`src/design/xmg_pkg.sv`:
```
// Package for the xorshift mutation generator: codes, register indexes,
// reset values, control/status structs and the xorshift128 step function.
// No dependencies.
`timescale 1ns / 1ps
`default_nettype none

package xmg_pkg;

  localparam int INSTRUCTION_COUNT = 64;

  localparam int CFG_INDEX_W = 2;
  localparam int CFG_DATA_W  = 64;

  localparam logic [1:0] CMD_TICK      = 2'd0;
  localparam logic [1:0] CMD_REPLY     = 2'd1;
  localparam logic [1:0] CMD_RANDOMIZE = 2'd2;
  localparam logic [1:0] CMD_RESEED    = 2'd3;

  localparam logic [1:0] KIND_WRITE  = 2'd0;
  localparam logic [1:0] KIND_QUERY  = 2'd1;
  localparam logic [1:0] KIND_MUTATE = 2'd2;

  localparam logic [CFG_INDEX_W-1:0] REG_MEMORY_SIZE      = 2'd0;
  localparam logic [CFG_INDEX_W-1:0] REG_PROCESS_CAPACITY = 2'd1;
  localparam logic [CFG_INDEX_W-1:0] REG_SEED_LOW         = 2'd2;
  localparam logic [CFG_INDEX_W-1:0] REG_SEED_HIGH        = 2'd3;

  localparam logic [31:0] MEMORY_SIZE_RESET      = 32'd1048576;
  localparam logic [31:0] PROCESS_CAPACITY_RESET = 32'd1024;
  localparam logic [63:0] SEED_LOW_RESET         = 64'd1;
  localparam logic [63:0] SEED_HIGH_RESET        = 64'd0;

  typedef logic [3:0][31:0] gen_t;

  typedef struct packed {
    logic       capture;
    logic       draw_addr;
    logic       draw_proc;
    logic       take_pid;
    logic       emit;
    logic [1:0] kind;
    logic       use_target;
    logic       last;
    logic       reseed;
  } cmd_t;

  typedef struct packed {
    logic [1:0] command;
    logic       slot_free;
    logic       addr_ok;
    logic       pid_ok;
    logic       div_done;
    logic       out_free;
  } stat_t;

  function automatic gen_t xmg_step(input gen_t g);
    logic [31:0] t;
    logic [31:0] s;
    gen_t        n;
    t = g[3];
    s = g[0];
    t = t ^ (t << 11);
    t = t ^ (t >> 8);
    t = t ^ s ^ (s >> 19);
    n[3] = g[2];
    n[2] = g[1];
    n[1] = s;
    n[0] = t;
    return n;
  endfunction

endpackage

`default_nettype wire

```
`src/design/xmg_if.sv`:
```
// Channel interfaces for the xorshift mutation generator: command input
// and result output, each with valid/ready and payload. No dependencies.
`timescale 1ns / 1ps
`default_nettype none

interface xmg_in_if;
  logic        valid;
  logic        ready;
  logic [1:0]  command;
  logic [31:0] target_address;
  logic [31:0] live_count;
  logic        slot_is_free;

  modport source (output valid, command, target_address, live_count, slot_is_free,
                  input ready);
  modport sink (input valid, command, target_address, live_count, slot_is_free,
                output ready);
  modport monitor (input valid, ready, command, target_address, live_count,
                   slot_is_free);
endinterface

interface xmg_out_if;
  logic        valid;
  logic        ready;
  logic [1:0]  kind;
  logic [31:0] write_address;
  logic [7:0]  instruction;
  logic [31:0] process_id;
  logic [31:0] mutation_word;
  logic        last;

  modport source (output valid, kind, write_address, instruction, process_id,
                  mutation_word, last, input ready);
  modport sink (input valid, kind, write_address, instruction, process_id,
                mutation_word, last, output ready);
  modport monitor (input valid, ready, kind, write_address, instruction, process_id,
                   mutation_word, last);
endinterface

`default_nettype wire

```
`src/design/xmg_divider.sv`:
```
// Serial restoring 32-bit divider, one quotient bit per cycle.
// Depends on nothing but the clock and reset.
`timescale 1ns / 1ps
`default_nettype none

module xmg_divider (
  input  logic        clk,
  input  logic        rst_n,
  input  logic        start,
  input  logic [31:0] dividend,
  input  logic [31:0] divisor,
  output logic        done,
  output logic [31:0] quotient
);

  logic [31:0] rem_r, rem_nxt;
  logic [31:0] quo_r, quo_nxt;
  logic [31:0] div_r;
  logic [5:0]  cnt_r, cnt_nxt;
  logic        done_r, done_nxt;
  logic [32:0] trial;

  assign trial = {rem_r, quo_r[31]} - {1'b0, div_r};

  always_comb begin
    rem_nxt  = rem_r;
    quo_nxt  = quo_r;
    cnt_nxt  = cnt_r;
    done_nxt = 1'b0;
    if (start) begin
      rem_nxt = '0;
      quo_nxt = dividend;
      cnt_nxt = 6'd32;
    end else if (cnt_r != '0) begin
      if (!trial[32]) begin
        rem_nxt = trial[31:0];
        quo_nxt = {quo_r[30:0], 1'b1};
      end else begin
        rem_nxt = {rem_r[30:0], quo_r[31]};
        quo_nxt = {quo_r[30:0], 1'b0};
      end
      cnt_nxt  = cnt_r - 6'd1;
      done_nxt = (cnt_r == 6'd1);
    end
  end

  always_ff @(posedge clk) begin
    if (!rst_n) begin
      cnt_r  <= '0;
      done_r <= 1'b0;
    end else begin
      cnt_r  <= cnt_nxt;
      done_r <= done_nxt;
    end
  end

  always_ff @(posedge clk) begin
    rem_r <= rem_nxt;
    quo_r <= quo_nxt;
    if (start) div_r <= divisor;
  end

  assign done     = done_r;
  assign quotient = quo_r;

endmodule

`default_nettype wire

```
`src/design/xmg_datapath.sv`:
```
// Datapath: config registers, xorshift128 state, latched command payload,
// candidate address/process, divider and the output register.
// Depends on xmg_pkg and xmg_divider.
`timescale 1ns / 1ps
`default_nettype none

module xmg_datapath (
  input  logic                             clk,
  input  logic                             rst_n,
  input  xmg_pkg::cmd_t                    cmd,
  output xmg_pkg::stat_t                   stat,
  input  logic                             cfg_we,
  input  logic [xmg_pkg::CFG_INDEX_W-1:0]  cfg_index,
  input  logic [xmg_pkg::CFG_DATA_W-1:0]   cfg_data,
  input  logic [1:0]                       in_command,
  input  logic [31:0]                      in_target_address,
  input  logic [31:0]                      in_live_count,
  input  logic                             in_slot_is_free,
  output logic                             out_valid,
  input  logic                             out_ready,
  output logic [1:0]                       out_kind,
  output logic [31:0]                      out_write_address,
  output logic [7:0]                       out_instruction,
  output logic [31:0]                      out_process_id,
  output logic [31:0]                      out_mutation_word,
  output logic                             out_last
);
  import xmg_pkg::*;

  logic [31:0] addr_limit_r, cap_r;
  logic [63:0] seed_low_r, seed_high_r;
  gen_t        gen_r, gen_nxt, gen_step;
  logic [31:0] draw_word;
  logic        draw_en;

  logic [1:0]  cmd_code_r;
  logic [31:0] target_r, live_r, addr_r;
  logic        free_r;
  logic [31:0] pid_r, pid_nxt;

  logic        div_done;
  logic [31:0] div_quo;

  logic        out_valid_r, out_valid_nxt;
  logic [1:0]  kind_r;
  logic [31:0] waddr_r, pid_out_r, word_r;
  logic [7:0]  inst_r;
  logic        last_r;

  assign gen_step  = xmg_step(gen_r);
  assign draw_word = gen_step[0];
  assign draw_en   = cmd.draw_addr | cmd.draw_proc | (cmd.emit & (cmd.kind != KIND_QUERY));

  always_comb begin
    gen_nxt = gen_r;
    if (cmd.reseed) gen_nxt = {seed_high_r, seed_low_r};
    else if (draw_en) gen_nxt = gen_step;
  end

  assign pid_nxt = (live_r == '0) ? '1 : div_quo;

  xmg_divider u_div (
    .clk      (clk),
    .rst_n    (rst_n),
    .start    (cmd.draw_proc),
    .dividend (draw_word),
    .divisor  (live_r),
    .done     (div_done),
    .quotient (div_quo)
  );

  always_ff @(posedge clk) begin
    if (!rst_n) begin
      addr_limit_r <= MEMORY_SIZE_RESET;
      cap_r        <= PROCESS_CAPACITY_RESET;
      seed_low_r   <= SEED_LOW_RESET;
      seed_high_r  <= SEED_HIGH_RESET;
      gen_r        <= {SEED_HIGH_RESET, SEED_LOW_RESET};
      pid_r        <= '0;
    end else begin
      if (cfg_we) begin
        unique case (cfg_index)
          REG_MEMORY_SIZE:      addr_limit_r <= cfg_data[31:0];
          REG_PROCESS_CAPACITY: cap_r        <= cfg_data[31:0];
          REG_SEED_LOW:         seed_low_r   <= cfg_data;
          REG_SEED_HIGH:        seed_high_r  <= cfg_data;
        endcase
      end
      gen_r <= gen_nxt;
      if (cmd.take_pid) pid_r <= pid_nxt;
    end
  end

  always_ff @(posedge clk) begin
    if (cmd.capture) begin
      cmd_code_r <= in_command;
      target_r   <= in_target_address;
      live_r     <= in_live_count;
      free_r     <= in_slot_is_free;
    end
    if (cmd.draw_addr) addr_r <= draw_word;
  end

  // output register
  assign out_valid_nxt = cmd.emit ? 1'b1 : (out_ready ? 1'b0 : out_valid_r);

  always_ff @(posedge clk) begin
    if (!rst_n) out_valid_r <= 1'b0;
    else        out_valid_r <= out_valid_nxt;
  end

  always_ff @(posedge clk) begin
    if (cmd.emit) begin
      kind_r <= cmd.kind;
      last_r <= cmd.last;
      unique case (cmd.kind)
        KIND_WRITE: begin
          waddr_r   <= cmd.use_target ? target_r : addr_r;
          inst_r    <= 8'(draw_word % INSTRUCTION_COUNT);
          pid_out_r <= '0;
          word_r    <= '0;
        end
        KIND_QUERY: begin
          waddr_r   <= '0;
          inst_r    <= '0;
          pid_out_r <= pid_r;
          word_r    <= '0;
        end
        KIND_MUTATE: begin
          waddr_r   <= '0;
          inst_r    <= '0;
          pid_out_r <= pid_r;
          word_r    <= draw_word;
        end
        default: begin
          waddr_r   <= '0;
          inst_r    <= '0;
          pid_out_r <= '0;
          word_r    <= '0;
        end
      endcase
    end
  end

  assign out_valid         = out_valid_r;
  assign out_kind          = kind_r;
  assign out_write_address = waddr_r;
  assign out_instruction   = inst_r;
  assign out_process_id    = pid_out_r;
  assign out_mutation_word = word_r;
  assign out_last          = last_r;

  assign stat.command   = cmd_code_r;
  assign stat.slot_free = free_r;
  assign stat.addr_ok   = (addr_r < addr_limit_r);
  assign stat.pid_ok    = (pid_r < cap_r);
  assign stat.div_done  = div_done;
  assign stat.out_free  = !out_valid_r || out_ready;

endmodule

`default_nettype wire

```
`src/design/xmg_ctrl.sv`:
```
// Controller FSM: sequences draws, the divide and result transfers per
// command, and holds the query-pending flag. Depends on xmg_pkg.
`timescale 1ns / 1ps
`default_nettype none

module xmg_ctrl (
  input  logic           clk,
  input  logic           rst_n,
  input  logic           in_valid,
  output logic           in_ready,
  input  xmg_pkg::stat_t stat,
  output xmg_pkg::cmd_t  cmd
);
  import xmg_pkg::*;

  localparam logic [3:0] S_IDLE   = 4'd0;
  localparam logic [3:0] S_DECODE = 4'd1;
  localparam logic [3:0] S_DRAW_A = 4'd2;
  localparam logic [3:0] S_DRAW_P = 4'd3;
  localparam logic [3:0] S_DIV    = 4'd4;
  localparam logic [3:0] S_POST   = 4'd5;
  localparam logic [3:0] S_EMIT_W = 4'd6;
  localparam logic [3:0] S_EMIT_Q = 4'd7;
  localparam logic [3:0] S_EMIT_M = 4'd8;

  logic [3:0] state_r, state_nxt;
  logic       awaiting_r, awaiting_nxt;
  logic       is_rand;

  assign is_rand  = (stat.command == CMD_RANDOMIZE);
  assign in_ready = (state_r == S_IDLE);

  always_comb begin
    state_nxt    = state_r;
    awaiting_nxt = awaiting_r;
    cmd          = '0;
    unique case (state_r)
      S_IDLE: begin
        if (in_valid) begin
          cmd.capture = 1'b1;
          state_nxt   = S_DECODE;
        end
      end
      S_DECODE: begin
        unique case (stat.command)
          CMD_TICK: begin
            awaiting_nxt = 1'b0;
            state_nxt    = S_DRAW_A;
          end
          CMD_REPLY: begin
            awaiting_nxt = 1'b0;
            state_nxt    = (awaiting_r && !stat.slot_free) ? S_EMIT_M : S_IDLE;
          end
          CMD_RANDOMIZE: state_nxt = S_EMIT_W;
          CMD_RESEED: begin
            cmd.reseed   = 1'b1;
            awaiting_nxt = 1'b0;
            state_nxt    = S_IDLE;
          end
        endcase
      end
      S_DRAW_A: begin
        cmd.draw_addr = 1'b1;
        state_nxt     = S_DRAW_P;
      end
      S_DRAW_P: begin
        cmd.draw_proc = 1'b1;
        state_nxt     = S_DIV;
      end
      S_DIV: begin
        if (stat.div_done) begin
          cmd.take_pid = 1'b1;
          state_nxt    = S_POST;
        end
      end
      S_POST: begin
        priority if (stat.addr_ok) state_nxt = S_EMIT_W;
        else if (stat.pid_ok)      state_nxt = S_EMIT_Q;
        else                       state_nxt = S_IDLE;
      end
      S_EMIT_W: begin
        if (stat.out_free) begin
          cmd.emit       = 1'b1;
          cmd.kind       = KIND_WRITE;
          cmd.use_target = is_rand;
          cmd.last       = is_rand || !stat.pid_ok;
          state_nxt      = (!is_rand && stat.pid_ok) ? S_EMIT_Q : S_IDLE;
        end
      end
      S_EMIT_Q: begin
        if (stat.out_free) begin
          cmd.emit     = 1'b1;
          cmd.kind     = KIND_QUERY;
          cmd.last     = 1'b1;
          awaiting_nxt = 1'b1;
          state_nxt    = S_IDLE;
        end
      end
      S_EMIT_M: begin
        if (stat.out_free) begin
          cmd.emit  = 1'b1;
          cmd.kind  = KIND_MUTATE;
          cmd.last  = 1'b1;
          state_nxt = S_IDLE;
        end
      end
      default: state_nxt = S_IDLE;
    endcase
  end

  always_ff @(posedge clk) begin
    if (!rst_n) begin
      state_r    <= S_IDLE;
      awaiting_r <= 1'b0;
    end else begin
      state_r    <= state_nxt;
      awaiting_r <= awaiting_nxt;
    end
  end

endmodule

`default_nettype wire

```
`src/design/xorshift_mutation_generator.sv`:
```
// Top level of the xorshift mutation generator: controller plus datapath.
// Depends on xmg_pkg, xmg_if, xmg_ctrl, xmg_datapath.
//
//   port    role    carries
//   in_ch   sink    command, target_address, live_count, slot_is_free
//   out_ch  source  kind, write_address, instruction, process_id,
//                   mutation_word, last
//   cfg_*   write   memory_size, process_capacity, seed_low, seed_high
//
// One item at a time. A tick draws an address and a process, then runs the
// serial divider, then makes up to two result transfers.
// Results sit in one output register; a held result only stalls the next emit.
// Reset is synchronous, active low; config and generator words take reset values.
`timescale 1ns / 1ps
`default_nettype none

module xorshift_mutation_generator (
  input  logic                            clk,
  input  logic                            rst_n,
  xmg_in_if.sink                          in_ch,
  xmg_out_if.source                       out_ch,
  input  logic                            cfg_we,
  input  logic [xmg_pkg::CFG_INDEX_W-1:0] cfg_index,
  input  logic [xmg_pkg::CFG_DATA_W-1:0]  cfg_data
);
  import xmg_pkg::*;

  cmd_t  cmd;
  stat_t stat;
  logic  in_ready;

  assign in_ch.ready = in_ready;

  xmg_ctrl u_ctrl (
    .clk      (clk),
    .rst_n    (rst_n),
    .in_valid (in_ch.valid),
    .in_ready (in_ready),
    .stat     (stat),
    .cmd      (cmd)
  );

  xmg_datapath u_dp (
    .clk               (clk),
    .rst_n             (rst_n),
    .cmd               (cmd),
    .stat              (stat),
    .cfg_we            (cfg_we),
    .cfg_index         (cfg_index),
    .cfg_data          (cfg_data),
    .in_command        (in_ch.command),
    .in_target_address (in_ch.target_address),
    .in_live_count     (in_ch.live_count),
    .in_slot_is_free   (in_ch.slot_is_free),
    .out_valid         (out_ch.valid),
    .out_ready         (out_ch.ready),
    .out_kind          (out_ch.kind),
    .out_write_address (out_ch.write_address),
    .out_instruction   (out_ch.instruction),
    .out_process_id    (out_ch.process_id),
    .out_mutation_word (out_ch.mutation_word),
    .out_last          (out_ch.last)
  );

endmodule

`default_nettype wire

```
`src/flat_wrapper.sv`:
```
// flat-port wrapper written by rule: the top's interface ports become plain ports
module xorshift_mutation_generator_flat import xmg_pkg::*;
  (clk, rst_n, cfg_we, cfg_index, cfg_data, in_ch_valid, in_ch_command, in_ch_target_address, in_ch_live_count, in_ch_slot_is_free, in_ch_ready, out_ch_valid, out_ch_kind, out_ch_write_address, out_ch_instruction, out_ch_process_id, out_ch_mutation_word, out_ch_last, out_ch_ready);
  xmg_in_if in_ch_i ();
  xmg_out_if out_ch_i ();
  input  logic clk;
  input  logic rst_n;
  input  logic cfg_we;
  input  logic [xmg_pkg::CFG_INDEX_W-1:0] cfg_index;
  input  logic [xmg_pkg::CFG_DATA_W-1:0] cfg_data;
  input wire logic [$bits(in_ch_i.valid)-1:0] in_ch_valid;
  input wire logic [$bits(in_ch_i.command)-1:0] in_ch_command;
  input wire logic [$bits(in_ch_i.target_address)-1:0] in_ch_target_address;
  input wire logic [$bits(in_ch_i.live_count)-1:0] in_ch_live_count;
  input wire logic [$bits(in_ch_i.slot_is_free)-1:0] in_ch_slot_is_free;
  output wire logic [$bits(in_ch_i.ready)-1:0] in_ch_ready;
  output wire logic [$bits(out_ch_i.valid)-1:0] out_ch_valid;
  output wire logic [$bits(out_ch_i.kind)-1:0] out_ch_kind;
  output wire logic [$bits(out_ch_i.write_address)-1:0] out_ch_write_address;
  output wire logic [$bits(out_ch_i.instruction)-1:0] out_ch_instruction;
  output wire logic [$bits(out_ch_i.process_id)-1:0] out_ch_process_id;
  output wire logic [$bits(out_ch_i.mutation_word)-1:0] out_ch_mutation_word;
  output wire logic [$bits(out_ch_i.last)-1:0] out_ch_last;
  input wire logic [$bits(out_ch_i.ready)-1:0] out_ch_ready;
  assign in_ch_i.valid = in_ch_valid;
  assign in_ch_i.command = in_ch_command;
  assign in_ch_i.target_address = in_ch_target_address;
  assign in_ch_i.live_count = in_ch_live_count;
  assign in_ch_i.slot_is_free = in_ch_slot_is_free;
  assign in_ch_ready = in_ch_i.ready;
  assign out_ch_valid = out_ch_i.valid;
  assign out_ch_kind = out_ch_i.kind;
  assign out_ch_write_address = out_ch_i.write_address;
  assign out_ch_instruction = out_ch_i.instruction;
  assign out_ch_process_id = out_ch_i.process_id;
  assign out_ch_mutation_word = out_ch_i.mutation_word;
  assign out_ch_last = out_ch_i.last;
  assign out_ch_i.ready = out_ch_ready;
  xorshift_mutation_generator u_core (.clk(clk), .rst_n(rst_n), .in_ch(in_ch_i), .out_ch(out_ch_i), .cfg_we(cfg_we), .cfg_index(cfg_index), .cfg_data(cfg_data));
endmodule
```
`config.mk`:
```
export PLATFORM = sky130hd
export DESIGN_NAME = xorshift_mutation_generator_flat
export DESIGN_NICKNAME = d
export VERILOG_FILES = /design/src/design/xmg_pkg.sv /design/src/design/xmg_if.sv /design/src/design/xmg_divider.sv /design/src/design/xmg_datapath.sv /design/src/design/xmg_ctrl.sv /design/src/design/xorshift_mutation_generator.sv /design/src/flat_wrapper.sv
export SDC_FILE = /design/constraint.sdc
export NUM_CORES = 1
export LEC_CHECK = 0
export CORE_ASPECT_RATIO = 1.4
export CORE_MARGIN = 3
export CORE_UTILIZATION = 46
export DETAILED_ROUTE_END_ITERATION = 8
export DONT_BUFFER_PORTS = 1
export GPL_TIMING_DRIVEN = 0
export HOLD_SLACK_MARGIN = 0.02
export PLACE_DENSITY_LB_ADDON = 0.25
export SLEW_MARGIN = 15
export SYNTH_ARGS = -nofsm -noshare
export SYNTH_HDL_FRONTEND = slang
export SYNTH_SLANG_ARGS = --single-unit
```
`constraint.sdc`:
```
create_clock -name clk -period 5.5 [get_ports clk]
set_clock_uncertainty 0.1 [all_clocks]
set_input_delay 0.55 -clock clk [delete_from_list [all_inputs] [get_ports clk]]
set_output_delay 0.55 -clock clk [all_outputs]
set_load 0.005 [all_outputs]
```
==> metrics.md, run 1 <==
| Metric | Value |
|---|---|
| Placed cell area | `31200 sq um` |
| Startpoint types | `register` |
| # rows | `110` |
| Clk sinks | `roughly 670` |
| Layout cells sized above 1 | `roughly 5.4%` |
| Post-synth top area cell | `edfxtp_1` |
| Layout Nets | `roughly 3500` |
| Most frequent cells in the layout | `nand2_1, dfxtp_1, edfxtp_1` |
| GRT Total Usage | `29.4%` |
| Netlist cell types | `69` |
| 1st-iter DRT viols | `1868` |
| Avg WL per Cell | `24.6 um` |
| LEAKAGE | `between 0.01 and 0.015 uW` |
| CTS root buf | `clkbuf_16` |
| Main synth FF type | `dfxtp_1` |
| CTS H-tree lvls | `3` |
| Tmin final | `roughly 4.3 ns` |
| Fmax | `0.231 GHz` |
| Reg area | `about 16000 sq um` |
| TritonCTS clock tree | `built` |
| Number of synthesized flops with an enable pin | `approximately 270` |
| Vias in the first global route | `24100` |
| DP HPWL | `79500 um` |
| Flop2flop setup slack | `roughly 1.2 ns` |
| #FFs+latches synth | `665` |
| Ports | `247` |
| Cell area after synthesis | `30000 sq um` |
| Largest cells by area after synthesis | `edfxtp_1, dfxtp_1, nand2_1, a21boi_0, ha_1` |
| Routed vias/inst | `5.63` |
| Die X | `222 um` |
| Number of port buffers | `0` |
| Fin area | `34700 sq um` |
| Global-route wire length before repair | `151000 um` |
| Fin. Hold Viols | `0` |
| MaxCap Viol Count | `0` |
| Slew headroom | `11.6%` |
| Final period util | `78.8%` |
| Initial antenna violation count | `13` |
| Die area | `68300 sq um` |
| Total number of vias | `23500` |
| Worst R2R End | `u_core.u_dp.gen_r[65]` |
| YS warnings | `0` |
| Setup crit start | `u_core.u_ctrl.state_r[3]` |
| Clock-pin transition on the worst setup and hold timing paths | `0.06 ns` |
| Number of remaining DRC errors | `0` |
| Post-CTS Resized | `0` |
| Core Region | `64400 sq um` |
| Async SR Flop Fraction | `0%` |
| Placer Congestion | `1.00` |
| Setup crit end | `u_core.u_dp.gen_r[65]` |
| Worst slew pin tran | `1.32 ns` |
| Worst r2r src | `u_core.u_ctrl.state_r[3]` |
| Slew Limit Fails | `0` |
| Register area share after synthesis | `53.4%` |
| Clock Latency Late Sink | `0.62 ns` |
| Clk buf depth | `3` |
| CP Class | `reg -> reg` |
| Layout area overhead | `15.9%` |
| Synth Instances | `about 3100` |
| Area share of the largest cell type after synthesis | `26.9%` |
| Setup violators final | `0` |
| Setup total negative slack | `0 ns` |
| Initial Util | `46.5%` |
| Pin count of the biggest net entering global routing | `73` |
| Post-CTS Setup Inserts | `0` |
| Filler cell count | `5814` |
| Worst Setup End Kind | `register` |
| Mapped Avg Cell Area | `slightly below 10 sq um` |
| Min-delay worst type | `in -> reg` |
| Outcome | `complete, no violations` |
| Power per Cell Area | `458 nW/um^2` |
| Drt first pass iters | `9` |
| Final wirelength | `slightly above 100000 um` |
| Unrepaired setup endpoints after global routing | `no` |
| Multi-input combinational cell area | `around 13000 sq um` |
| Number of buffers created by CTS | `just under 70` |
| CP arrival | `4.73 ns` |
| Critical Path RT | `around 6 ns` |
| Die H | `308 um` |
| Post-detailed-route count of antenna-violating nets | `0` |
| GRT Residual Overflow | `0` |
| Commonest non-fill, non-tap cell in the layout | `nand2_1` |
| Maximum vdd drop | `about 340 uV` |
| Crit-path max FO | `10` |
| R2R depth | `10` |
-- worst max-delay path, stage by stage (launching register included) --
cell and delay, ns:
dfxtp_1 0.31, clkbuf_1 0.25, clkbuf_1 0.38, nor4b_1 0.42, nand2_1 0.18, ha_1 0.25
o221ai_1 0.76, clkbuf_1 0.52, clkbuf_1 0.53, nand3_1 0.28, o211a_1 0.20
-- sequential cells by signal, summed over array words and instances, names as in the netlist, 2 cells and up --
name / flops
u_core.u_dp.gen_r: 128
u_core.u_dp.seed_high_r: 64
u_core.u_dp.seed_low_r: 64
u_core.u_dp.addr_limit_r: 32
u_core.u_dp.addr_r: 32
u_core.u_dp.cap_r: 32
u_core.u_dp.live_r: 32
u_core.u_dp.out_mutation_word: 32
u_core.u_dp.out_process_id: 32
u_core.u_dp.out_write_address: 32
u_core.u_dp.pid_r: 32
u_core.u_dp.target_r: 32
u_core.u_dp.u_div.div_r: 32
u_core.u_dp.u_div.quotient: 32
u_core.u_dp.u_div.rem_r: 32
u_core.u_dp.out_instruction: 6
u_core.u_dp.u_div.cnt_r: 6
u_core.u_ctrl.state_r: 4
u_core.u_dp.cmd_code_r: 2
u_core.u_dp.out_kind: 2
-- how the worst min path moves through the flow --
stage	startpoint	cells past startpoint	slack (ns)	endpoint
after floorplan	u_core.u_dp.live_r[16]	0	0.33	u_core.u_dp.u_div.div_r[16]
after global placement	u_core.u_dp.live_r[13]	0	0.34	u_core.u_dp.u_div.div_r[13]
after detailed placement	u_core.u_dp.live_r[8]	0	0.34	u_core.u_dp.u_div.div_r[8]
after CTS	out_ch_ready	3	0.03	u_core.u_ctrl.state_r[3]
after global routing	cfg_data[14]	2	0.06	u_core.u_dp.cap_r[14]
final	out_ch_ready	3	0.05	u_core.u_ctrl.state_r[3]
-- what timing repair did --
item / in CTS / in global routing
setup endpoints to repair: 0 / 0
endpoints found under the hold margin: 258 / 0
hold buffers: 131 / 0
-- Yosys cell counts (25+ instances only) --
cell type,instances
mux2i_1,31
o21ai_0,81
clkbuf_1,188
xnor2_1,90
o221a_2,34
nor2_1,59
inv_1,138
nand2_1,778
o211a_1,125
a21boi_0,229
dfxtp_1,397
edfxtp_1,268
and2_1,73
a21oi_1,72
xor2_1,29
ha_1,100
a21o_1,25
nor3_1,25
nand3_1,125
-- cell type report --
class	count	share of cell area (%)
multi-input cells	2060	36.6
plain buffers	200	2.25
flip-flops and latches	665	46.0
inverters	138	1.51
well taps	840	3.03
clock buffers	95	5.67
diodes	9	0.0648
clock inverters	30	0.760
repair buffers	138	4.07
-- cell families after synthesis --
group | after synthesis | share of synthesized area, %
buffers and inverters | 338 | 4.33
xor gates and xnor gates | 120 | 3.57
adders and majority gates | 101 | 4.24
other | 1 | 0.0125
muxes | 33 | 1.11
AOI/OAI and AO/OA | 660 | 17.0
DFF | 665 | 53.4
and+or+nand+nor | 1144 | 16.4
-- report_power, final --
group | internal, uW | switching [uW]
Sequential | 5920 | 526
Clock | 2660 | 2000
Combinational | 1720 | 3070
Total | 10300 | 5600
-- routing by layer --
layer | global-route usage [%] | vias up | share of wire, %
met3 | 5.59 | 332 | 5.7
met1 | 30.5 | 11200 | 35
met2 | 53.6 | 925 | 51
li1 | - | 11000 | -
met4 | 20.1 | 4 | 8.1
met5 | 0 | - | 0.026
-- through the flow --
| stage | util [%] | std cells | total power [uW] | setup WS [ns] | hold slack (ns) |
|---|---|---|---|---|---|
| 2_1_floorplan | - | 3063 | 9450 | 1.80 | 0.327 |
| 3_3_place_gp | 48.2 | 3903 | 11000 | 0.638 | 0.342 |
| 3_5_place_dp | 48.4 | 3910 | 11100 | 1.25 | 0.343 |
| 4_1_cts | 53.9 | 4166 | 15900 | 1.22 | 0.0285 |
| 5_1_grt | 53.9 | 4168 | 16600 | 1.04 | 0.0627 |
| 6_report | 53.9 | 4175 | 15900 | 1.17 | 0.0541 |
No activity file was read; power rests on OpenSTA's default activity.
==> run 2: changes to the inputs <==
Clock period 5.5 ns to 4.2 ns, I/O delays scaled along.
==> run 2 against run 1 <==
Utilization barely moved. Die area stayed put. Global-route usage barely moved. Combinational power up 31%. Clock-buffer cell count is the same. Clock power rose by 31%. Sequential power rose by 31%. Via count fell by 0.11%. Largest cell class unchanged.
==> metrics.md, run 2 (synthesis gave the netlist of run 1 again) <==
| Metric | Value |
|---|---|
| Maximum vdd drop | `441 uV (+32%)` |
| Top sig layer | `met5` |
| Min-delay worst type | `in -> reg` |
| Crit-path max FO | `10 (unchanged)` |
| CTS root buf | `clkbuf_16` |
| Fin. Hold Viols | `0 (unchanged)` |
| Total number of vias | `23500 (-0.11%)` |
| Die area | `68300 sq um (unchanged)` |
| Layout cells sized above 1 | `5.50% (+0.058 points)` |
| Clock-pin transition on the worst setup and hold timing paths | `0.06 ns (about the same)` |
| Most frequent cells in the layout | `nand2_1, dfxtp_1, edfxtp_1` |
| Filler cell count | `5815 (+0.017%)` |
| TritonCTS clock tree | `built` |
| GRT Total Usage | `29.4% (about the same)` |
| Clock Latency Late Sink | `0.62 ns (about the same)` |
| Clk buf depth | `3 (unchanged)` |
| Reg area | `16000 sq um (unchanged)` |
| CP arrival | `4.42 ns (-0.31 ns)` |
| Startpoint types | `register` |
| Number of port buffers | `0 (unchanged)` |
| Tmin final | `4.01 ns (-0.321 ns)` |
| CP max-delay cell | `clkbuf_1` |
| Worst Setup End Kind | `register` |
| Clk sinks | `665 (unchanged)` |
| Worst slew pin tran | `1.24 ns (-0.0734 ns)` |
| Routed vias/inst | `5.62 (-0.16%)` |
| Number of buffers created by CTS | `69 (unchanged)` |
| Slew headroom | `16.5% (+4.9 points)` |
| # rows | `110 (unchanged)` |
| Die X | `222 um (unchanged)` |
| Most frequent CP cell | `clkbuf_1` |
| Placed Cells incl. Taps | `3910 (unchanged)` |
| CP Class | `reg -> reg` |
| 1st-iter DRT viols | `1758 (-5.9%)` |
| Routed wl met3 | `5830 um (-1.0%)` |
| M1 WL | `36400 um (+0.27%)` |
| CP top delay family | `buffers and inverters` |
| Routed wl met2 | `51700 um (-0.80%)` |
| Setup violators final | `0 (unchanged)` |
| GRT Residual Overflow | `0 (unchanged)` |
| Unrepaired setup endpoints after global routing | `no` |
| Avg WL per Cell | `24.6 um (about the same)` |
| Worst path cell trace | `clkbuf_1 > clkbuf_1 > nor4b_1 > nand2_1 > ha_1 > o221ai_2 > clkbuf_1 > clkbuf_1 > nand3_1 > o211a_1` |
| Post-detailed-route count of antenna-violating nets | `0 (unchanged)` |
| Slowest stage delay, CP | `0.62 ns (-0.14 ns)` |
| Most flops, register | `u_core.u_dp.gen_r` |
| Layout area overhead | `16.0% (about the same)` |
| Critical Path RT | `4.61 ns (-1.29 ns)` |
| LEAKAGE | `0.0140 uW (about the same)` |
| Final period util | `95.5% (+17 points)` |
| Power per Cell Area | `600 nW/um^2 (+31%)` |
| Critical path buffers and inverters | `4 (unchanged)` |
| Number of remaining DRC errors | `0 (unchanged)` |
| Drt first pass iters | `8 (-1)` |
| Placer Congestion | `1.00 (unchanged)` |
| Min Hold Slack | `0.123 ns (+0.0685 ns)` |
| Initial Util | `46.5% (unchanged)` |
| Core Region | `64400 sq um (unchanged)` |
| Commonest non-fill, non-tap cell in the layout | `nand2_1` |
| Layout Cells excl Fill | `4177 (+0.048%)` |
| Layout Nets | `3512 (+0.028%)` |
| Fmax | `0.249 GHz (+8.0%)` |
| Top Registers | `u_core.u_dp.gen_r x128, u_core.u_dp.seed_high_r x64, u_core.u_dp.seed_low_r x64` |
| MaxCap Viol Count | `0 (unchanged)` |
| Final wirelength | `103000 um (+0.12%)` |
| Instance count on the critical path | `10 (unchanged)` |
| R2R depth | `10 (unchanged)` |
| Worst Hold Depth | `3 (unchanged)` |
| Multi-input combinational cell area | `12700 sq um (about the same)` |
| Ports | `247 (unchanged)` |
| Max FFs per register | `128 (unchanged)` |
| Outcome | `complete, no violations` |
| Slew Limit Fails | `0 (unchanged)` |
| Post-CTS Setup Inserts | `0 (unchanged)` |
| Vias in the first global route | `24100 (+0.18%)` |
| Pin count of the biggest net entering global routing | `73 (unchanged)` |
| DP HPWL | `79500 um (unchanged)` |
| Initial antenna violation count | `13 (unchanged)` |
| Global-route wire length before repair | `151000 um (about the same)` |
| CTS H-tree lvls | `3 (unchanged)` |
| Die H | `308 um (unchanged)` |
-- run 2: cell types whose count changed in the layout (fill, tap and decap cells not counted), sizes merged --
| cell | delta |
|---|---|
| diode | +1 |
| dlygate4sd3 | +1 |
-- run 2: layout make-up --
type / instances / share of cell area, %
Multi-Input combinational cell: 2060 / 36.6
Tap cell: 840 / 3.02
Clock buffer: 95 / 5.67
Inverter: 138 / 1.50
Antenna cell: 10 / 0.0720
Timing Repair Buffer: 139 / 4.10
Clock inverter: 30 / 0.760
Buffer: 200 / 2.25
Sequential cell: 665 / 46.0
-- run 2: what timing repair did --
| action | CTS | global route |
|---|---|---|
| setup endpoints to repair | 4 | 3 |
| hold buffers | 132 | 0 |
| gates resized for setup | 1 | 2 |
| hold endpoints to repair | 261 | 0 |
-- run 2: worst paths after layout --
kind / to / start / slack [ns]
max: u_core.u_dp.gen_r[3] / u_core.u_ctrl.state_r[3] / 0.19
max reg2reg: u_core.u_dp.gen_r[3] / u_core.u_ctrl.state_r[3] / 0.19
min reg2reg: u_core.u_dp.u_div.div_r[13] / u_core.u_dp.live_r[13] / 0.36
min: u_core.u_dp.addr_limit_r[31] / cfg_we / 0.12
-- run 2: report_power, final --
group          switching [uW]  leakage (uW)  total [uW]  internal, uW
clock network            2630       0.00110        6120          3490
logic                    4020       0.00711        6280          2260
registers                 689       0.00578        8450          7760
total                    7340        0.0140       20800         13500
-- run 2: tightest hold or removal path, delay by kind of cell --
kind             cells  cell delay (ns)
AND/OR/NAND/NOR      2             0.31
AO/OA/AOI/OAI        1             0.07
-- run 2: per-stage QoR --
step                TNS (ns)  utilization [%]  power (uW)  worst slack [ns]  instance area [sq um]
floorplan                  0                -       12400             0.496                  30000
global placement     -111.08             48.2       14400            -0.662                  31000
detailed placement   -0.0970             48.4       14600           -0.0460                  31200
CTS                        0             53.9       20800             0.165                  34700
global route               0             53.9       21700            0.0203                  34700
finish                     0             54.0       20800             0.189                  34800
-- run 2: routing by layer --
layer  GRT usage [%]  vias up
met5               0        -
met4            20.1        6
met3            5.58      345
met2            53.6      875
met1            30.5    11200
li1                -    11000
